--- src/assert_macros.svh ---
// ---------------------------------------------------------------------------
// Assertion macros
// Shared concurrent assertion wrappers; empty when SYNTHESIS is defined.
// ---------------------------------------------------------------------------
`ifndef ASSERT_MACROS_SVH
`define ASSERT_MACROS_SVH

`ifndef SYNTHESIS
`define ASSERT_PROP(label, clk, rst, prop) \
   label: assert property (@(posedge clk) disable iff (rst) prop) \
      else $error("assertion failed");
`define ASSERT_NEVER(label, clk, rst, expr) \
   label: assert property (@(posedge clk) disable iff (rst) !(expr)) \
      else $error("forbidden condition seen");
`else
`define ASSERT_PROP(label, clk, rst, prop)
`define ASSERT_NEVER(label, clk, rst, expr)
`endif

`endif

--- src/fqkr_pkg.sv ---
// ---------------------------------------------------------------------------
// fqkr_pkg
// Sizes, operation codes and transaction types of the keyed-removal FIFO.
// ---------------------------------------------------------------------------
package fqkr_pkg;

   localparam int DEPTH      = 16;
   localparam int KEY_BITS   = 16;
   localparam int COUNT_BITS = 8;
   localparam int PTR_W      = $clog2(DEPTH);
   localparam int LVL_W      = $clog2(DEPTH + 1);

   localparam logic [1:0] FUNC_ENQ    = 2'd0;
   localparam logic [1:0] FUNC_DEQ    = 2'd1;
   localparam logic [1:0] FUNC_REMOVE = 2'd2;
   localparam logic [1:0] FUNC_SUB    = 2'd3;

   typedef logic [PTR_W-1:0] ptr_type;
   typedef logic [LVL_W-1:0] lvl_type;

   typedef struct packed {
      logic [1:0]            func;
      logic [KEY_BITS-1:0]   key;
      logic [COUNT_BITS-1:0] amount;
   } req_type;

   typedef struct packed {
      logic                  ok;
      logic [KEY_BITS-1:0]   head_key;
      logic [COUNT_BITS-1:0] head_count;
      lvl_type               occupancy;
      logic                  is_empty;
   } rsp_type;

   typedef struct packed {
      logic [KEY_BITS-1:0]   key;
      logic [COUNT_BITS-1:0] count;
   } entry_type;

   // base + off, wrapped into the ring
   function automatic ptr_type wrap_add(input ptr_type base, input ptr_type off);
      logic [PTR_W:0] s;
      s = {1'b0, base} + {1'b0, off};
      if (s >= (PTR_W + 1)'(DEPTH)) begin
         s = s - (PTR_W + 1)'(DEPTH);
      end
      return s[PTR_W-1:0];
   endfunction

endpackage

--- src/fifo_queue_with_keyed_removal.sv ---
// ---------------------------------------------------------------------------
// fifo_queue_with_keyed_removal
// Bounded FIFO of key/count entries with enqueue, dequeue, subtract from
// head, and removal of the first entry matching a key.
//
// Usage:
//   req_valid/req_ready/req_data carry one operation (func, key, amount).
//   rsp_valid/rsp_ready/rsp_data return one transaction per operation: ok,
//   head key and count, occupancy and empty flag after the operation.
//   Entries sit in a 16-entry ring buffer with one registered read port and
//   one write port; a small sequencer drives every access.
//   Sequencer steps from acceptance to rsp_valid:
//     enqueue, dequeue, any operation on an empty queue: head read and capture
//     subtract: write-back at the head, then head read and capture
//     remove: scan read and compare per entry scanned up to the match,
//     shift read and write per entry moved up behind it, head read, capture.
//   req_ready is high only while the sequencer is idle, so one operation is
//   in flight at a time. The result register lets the next request be taken
//   while a result waits; a stalled rsp_ready holds the sequencer at its
//   final step until the register frees up.
//   Reset empties the queue and drops any pending result; entry storage is
//   not cleared.
// ---------------------------------------------------------------------------
`include "assert_macros.svh"

module fifo_queue_with_keyed_removal (
   input  logic             clock,
   input  logic             reset,
   input  logic             req_valid,
   output logic             req_ready,
   input  fqkr_pkg::req_type req_data,
   output logic             rsp_valid,
   input  logic             rsp_ready,
   output fqkr_pkg::rsp_type rsp_data
);
   import fqkr_pkg::*;

   localparam logic [2:0] ST_IDLE      = 3'd0;
   localparam logic [2:0] ST_SUB       = 3'd1;
   localparam logic [2:0] ST_SCAN_RD   = 3'd2;
   localparam logic [2:0] ST_SCAN_CMP  = 3'd3;
   localparam logic [2:0] ST_SHIFT_RD  = 3'd4;
   localparam logic [2:0] ST_SHIFT_WR  = 3'd5;
   localparam logic [2:0] ST_HEAD_RD   = 3'd6;
   localparam logic [2:0] ST_HEAD_CAP  = 3'd7;

   logic [2:0] state_ff, state_in;
   ptr_type    head_ff, head_in;
   lvl_type    fill_ff, fill_in;
   ptr_type    idx_ff, idx_in;
   req_type    op_ff, op_in;
   logic       ok_ff, ok_in;
   rsp_type    rsp_ff, rsp_in;
   logic       rsp_valid_ff, rsp_valid_in;

   entry_type  mem_ff [DEPTH];
   entry_type  rd_data_ff;
   ptr_type    rd_addr;
   logic       wr_en;
   ptr_type    wr_addr;
   entry_type  wr_data;

   logic       req_fire;
   lvl_type    idx_p1;
   lvl_type    idx_p2;

   assign req_ready = (state_ff == ST_IDLE);
   assign req_fire  = req_valid && req_ready;
   assign idx_p1    = LVL_W'(idx_ff) + LVL_W'(1);
   assign idx_p2    = LVL_W'(idx_ff) + LVL_W'(2);

   always_comb begin
      state_in     = state_ff;
      head_in      = head_ff;
      fill_in      = fill_ff;
      idx_in       = idx_ff;
      op_in        = op_ff;
      ok_in        = ok_ff;
      rsp_in       = rsp_ff;
      rsp_valid_in = rsp_valid_ff && !rsp_ready;
      rd_addr      = head_ff;
      wr_en        = 1'b0;
      wr_addr      = head_ff;
      wr_data      = rd_data_ff;

      case (state_ff)
         ST_IDLE: begin
            if (req_fire) begin
               op_in    = req_data;
               ok_in    = 1'b0;
               idx_in   = '0;
               state_in = ST_HEAD_RD;
               case (req_data.func)
                  FUNC_ENQ: begin
                     if (fill_ff < LVL_W'(DEPTH)) begin
                        wr_en         = 1'b1;
                        wr_addr       = wrap_add(head_ff, PTR_W'(fill_ff));
                        wr_data.key   = req_data.key;
                        wr_data.count = req_data.amount;
                        fill_in       = fill_ff + LVL_W'(1);
                        ok_in         = 1'b1;
                     end
                  end
                  FUNC_DEQ: begin
                     if (fill_ff != '0) begin
                        head_in = wrap_add(head_ff, PTR_W'(1));
                        fill_in = fill_ff - LVL_W'(1);
                        ok_in   = 1'b1;
                     end
                  end
                  FUNC_REMOVE: begin
                     if (fill_ff != '0) begin
                        state_in = ST_SCAN_RD;
                     end
                  end
                  default: begin
                     if (fill_ff != '0) begin
                        state_in = ST_SUB;
                     end
                  end
               endcase
            end
         end
         ST_SUB: begin
            wr_en   = 1'b1;
            wr_addr = head_ff;
            if (op_ff.amount > rd_data_ff.count) begin
               wr_data.count = '0;
            end else begin
               wr_data.count = rd_data_ff.count - op_ff.amount;
               ok_in         = 1'b1;
            end
            state_in = ST_HEAD_RD;
         end
         ST_SCAN_RD: begin
            rd_addr  = wrap_add(head_ff, idx_ff);
            state_in = ST_SCAN_CMP;
         end
         ST_SCAN_CMP: begin
            if (rd_data_ff.key == op_ff.key) begin
               ok_in = 1'b1;
               if (idx_p1 < fill_ff) begin
                  state_in = ST_SHIFT_RD;
               end else begin
                  fill_in  = fill_ff - LVL_W'(1);
                  state_in = ST_HEAD_RD;
               end
            end else if (idx_p1 < fill_ff) begin
               idx_in   = idx_ff + PTR_W'(1);
               state_in = ST_SCAN_RD;
            end else begin
               state_in = ST_HEAD_RD;
            end
         end
         ST_SHIFT_RD: begin
            rd_addr  = wrap_add(head_ff, idx_ff + PTR_W'(1));
            state_in = ST_SHIFT_WR;
         end
         ST_SHIFT_WR: begin
            wr_en   = 1'b1;
            wr_addr = wrap_add(head_ff, idx_ff);
            wr_data = rd_data_ff;
            idx_in  = idx_ff + PTR_W'(1);
            if (idx_p2 < fill_ff) begin
               state_in = ST_SHIFT_RD;
            end else begin
               fill_in  = fill_ff - LVL_W'(1);
               state_in = ST_HEAD_RD;
            end
         end
         ST_HEAD_RD: begin
            rd_addr  = head_ff;
            state_in = ST_HEAD_CAP;
         end
         ST_HEAD_CAP: begin
            rd_addr = head_ff;
            if (!rsp_valid_ff || rsp_ready) begin
               rsp_in.ok         = ok_ff;
               rsp_in.head_key   = (fill_ff != '0) ? rd_data_ff.key : '0;
               rsp_in.head_count = (fill_ff != '0) ? rd_data_ff.count : '0;
               rsp_in.occupancy  = fill_ff;
               rsp_in.is_empty   = (fill_ff == '0);
               rsp_valid_in      = 1'b1;
               state_in          = ST_IDLE;
            end
         end
         default: begin
            state_in = ST_IDLE;
         end
      endcase
   end

   always_ff @(posedge clock) begin
      if (reset) begin
         state_ff     <= ST_IDLE;
         head_ff      <= '0;
         fill_ff      <= '0;
         rsp_valid_ff <= 1'b0;
      end else begin
         state_ff     <= state_in;
         head_ff      <= head_in;
         fill_ff      <= fill_in;
         rsp_valid_ff <= rsp_valid_in;
      end
   end

   always_ff @(posedge clock) begin
      idx_ff <= idx_in;
      op_ff  <= op_in;
      ok_ff  <= ok_in;
      rsp_ff <= rsp_in;
   end

   always_ff @(posedge clock) begin
      if (wr_en) begin
         mem_ff[wr_addr] <= wr_data;
      end
      rd_data_ff <= mem_ff[rd_addr];
   end

   assign rsp_valid = rsp_valid_ff;
   assign rsp_data  = rsp_ff;

   `ASSERT_NEVER(a_fill_bound, clock, reset, fill_ff > LVL_W'(DEPTH))
   `ASSERT_PROP(a_enq_grows, clock, reset,
      (req_fire && req_data.func == FUNC_ENQ && fill_ff < LVL_W'(DEPTH)) |=>
      (fill_ff == $past(fill_ff) + LVL_W'(1)))
   `ASSERT_PROP(a_rsp_from_cap, clock, reset,
      $rose(rsp_valid_ff) |-> $past(state_ff == ST_HEAD_CAP))
   `ASSERT_PROP(a_busy_fill_drop, clock, reset,
      (state_ff != ST_IDLE) |=> (fill_ff == $past(fill_ff) ||
      fill_ff == $past(fill_ff) - LVL_W'(1)))

endmodule
--- config.mk ---
export PLATFORM = sky130hd
export DESIGN_NAME = fifo_queue_with_keyed_removal
export DESIGN_NICKNAME = d
export VERILOG_FILES = /design/src/fqkr_pkg.sv /design/src/fifo_queue_with_keyed_removal.sv
export VERILOG_INCLUDE_DIRS = /design/src /design/src/src
export SDC_FILE = /design/constraint.sdc
export NUM_CORES = 1
export LEC_CHECK = 0
export CAP_MARGIN = 20
export CORE_MARGIN = 5
export CORE_UTILIZATION = 55
export CTS_CLUSTER_DIAMETER = 100
export DETAILED_ROUTE_END_ITERATION = 10
export DONT_BUFFER_PORTS = 1
export MAX_ROUTING_LAYER = met4
export PLACE_DENSITY_LB_ADDON = 0.3
export SYNTH_ARGS = -nofsm -noshare
export SYNTH_HDL_FRONTEND = slang
export SYNTH_SLANG_ARGS = --single-unit
--- constraint.sdc ---
create_clock -name clock -period 5.6 [get_ports clock]
set_clock_uncertainty 0.15 [all_clocks]
set_input_delay 0.56 -clock clock [delete_from_list [all_inputs] [get_ports clock]]
set_output_delay 0.56 -clock clock [all_outputs]
set_load 0.05 [all_outputs]
==> metrics <==
maximum VDD drop roughly 0.36 mV; first-pass GRT wire length between 70,000 and 80,000 um; Synth area leader edfxtp_1; minimum clock period 3.971 ns; vias after detailed routing ~13,000; core region area 35,660 sq um; Final Util between 60% and 70%; #FFs+latches synth 481; Worst Path Required 5.83 ns; Die Y 200.3 um; RSZ-0062 raised after global routing false; synth cell count leaders edfxtp_1 (444), nand2_1 (417), nand3_1 (177), nand4_1 (52), clkbuf_1 (47); Worst Setup Path Type flop to flop; input/output buffers 0; static leakage 7.825 nW; Hold Crit Class input pin to flop; Die ar. 40,110 sq um; Syn Area/Cell 12.75 sq um; Most used DFF post-synth edfxtp_1; synthesized instance count 1,562; CTS tree built; part of the Yosys area used for sequential elements 70.68%; mapped cell area 19,910 sq um; part of the cycle the worst path needs 70.91%; Initial Utilization between 50% and 60%; area delta synth->final 11.69%; wire length per cell 22.96 um; Cell Int Power around 8 mW; Max Root-Sink Buffers 3; clk slew on worst S/H paths approximately 0.06 ns; Die Wd 200.3 um; drt via density roughly 6.0; sw frac 37.94%; final non-filler cell total 2,081; Net Sw Power between 4 and 5 mW; ANT nets after route 0; status complete, no violations; crit path max fanout 26; Overflow after GRT 0; post-synth top area share 66.96%; max capacitance violation total 0; post-DP HPWL 27,910 um; Fmax between 200 and 300 MHz; Seq pwr share 40.5%; first-pass iteration count of the detailed router 6; root buffer cell clkbuf_16; Antenna diodes 0; share of cells above drive strength 1 under 10%; worst slew slack as a fraction of its limit 22.80%; final hold violation count 0; Placed Instances 1,969; pwr dens a little under 600 nW/um^2; initial antenna violation count 0; GP Congestion a little over 0.9; Slew Viols, Final 0; total CTS buffers 47; startpoint types flop; library cells used by synthesis 64; GRT Resource Usage Total 23.95%; share of synthesized registers carrying an async set or reset 0%; Worst Hold Depth 2; clk_lat worst skew roughly 0.56 ns; DP Worst Slack 1.709 ns; sinks on the clock net between 400 and 500; largest net degree at the start of global routing 100; syn_nets 1,626; arrival time worst endpoint 4.20 ns; Initial DRC Count 1,368; H-tree levels 2; YS warnings 0; Post-synth EDFFs 444; top-count cell post-synth edfxtp_1; Worst R2R Path Depth 11; Net count, final 1,647; share of total power in the clock network between 20% and 30%; vias in the first global route 12,210; Setup Buffers After CTS 0; Worst Max-Slew Pin Slew 1.155 ns; num rows 69; combinational fraction of design power 36.6%; Setup Total Neg Slack 0 ns; Setup WS post-layout 1.629 ns; Ports 63; Setup crit end kind flop; DR DRC count 0; final setup vio count 0; top post-synthesis cells by area edfxtp_1 (67%), nand2_1 (7.9%), nand3_1 (4.4%); routed wire length about 48,000 um
kinds of logic (layout without fill, tap and decap cells):
kind of cell	after synthesis	after routing	synth area share, %
and+or+nand+nor	777	777	17.99
DFF	481	481	70.68
buffers and inverters	106	164	2.312
AOI/OAI and AO/OA	82	82	2.658
muxes	45	45	2.375
xor gates and xnor gates	37	37	1.703
adders and majority gates	34	34	2.287
power groups by stage:
| stage | clock [mW] | combinational (mW) | sequential [mW] |
|---|---|---|---|
| floorplan | 0 | 3.29 | 5.13 |
| global placement | 0 | 4.52 | 5.29 |
| detailed placement | 0 | 4.67 | 5.31 |
| CTS | 2.99 | 4.71 | 5.23 |
| global route | 3.14 | 5.18 | 5.27 |
| finish | 2.96 | 4.74 | 5.24 |
timing repair:
action | CTS | global route
gates resized for setup | 0 | 0
hold endpoints to repair | 35 | 0
hold buffers | 25 | 0
worst paths after layout:
kind / from / end / slack, ns
hold reg to reg: ok_ff / rsp_data[30] / 0.32
setup reg to reg: idx_ff[0] / rd_data_ff[0] / 1.63
setup / recovery: idx_ff[0] / rd_data_ff[0] / 1.63
hold / removal: reset / state_ff[1] / 0.02
registers in the layout (all words and copies together), names as in the netlist:
name,count
ok_ff,1
op_ff,24
state_ff,3
rsp_data,31
idx_ff,4
mem_ff,384
rsp_valid,1
rd_data_ff,24
fill_ff,5
head_ff,4
layer usage:
layer | vias up | GRT usage (%) | routed length, um
met5 | - | - | 0
met4 | 0 | 6.072 | 1118
met3 | 81 | 4.156 | 4205
met2 | 586 | 37.32 | 22690
met1 | 6170 | 33.42 | 19760
li1 | 5682 | - | -
stage by stage:
| step | power (mW) | hold slack (ns) | area, sq um |
|---|---|---|---|
| floorplan | 8.419 | 0.2503 | 19910 |
| global placement | 9.808 | 0.3211 | 20510 |
| detailed placement | 9.974 | 0.3230 | 20540 |
| CTS | 12.93 | 0.0002868 | 22220 |
| global route | 13.59 | 0.01344 | 22240 |
| finish | 12.94 | 0.01782 | 22240 |
worst max-delay path, stage by stage, from the launching register on:
cell      delay, ns
edfxtp_1       0.51
ha_1           0.38
inv_1          0.10
fa_1           0.40
nor3b_1        0.14
o21ai_1        0.17
o221ai_1       0.31
nor2_4         0.87
buf_4          0.38
nand3_1        0.12
nand4_1        0.11
mux2i_1        0.12
layout make-up:
cell class | count | area [sq um]
Fill cell | 2565 | 13410
Inverter | 30 | 112.6
Clock buffer | 60 | 1245
Tap cell | 461 | 576.8
Timing Repair Buffer | 48 | 485.5
Sequential cell | 481 | 14070
Clock inverter | 26 | 188.9
Multi-Input combinational cell | 975 | 5559
cells in the final DEF (no fill, tap or decap), drive strengths merged, types with 20 or more instances in the layout:
master       synthesis  final
a21oi               20     20
clkbuf              47     60
mux2i               27     27
ha                  30     30
nor2b               30     30
clkinv               0     20
inv                 30     32
o21ai               21     21
nor2                47     47
dfxtp               37     37
nand2              418    418
nand3              197    197
nand4               52     52
dlygate4sd3          0     25
xor2                25     25
buf                 29     23
edfxtp             444    444
Note: power is estimated with default switching activity, not from simulation.
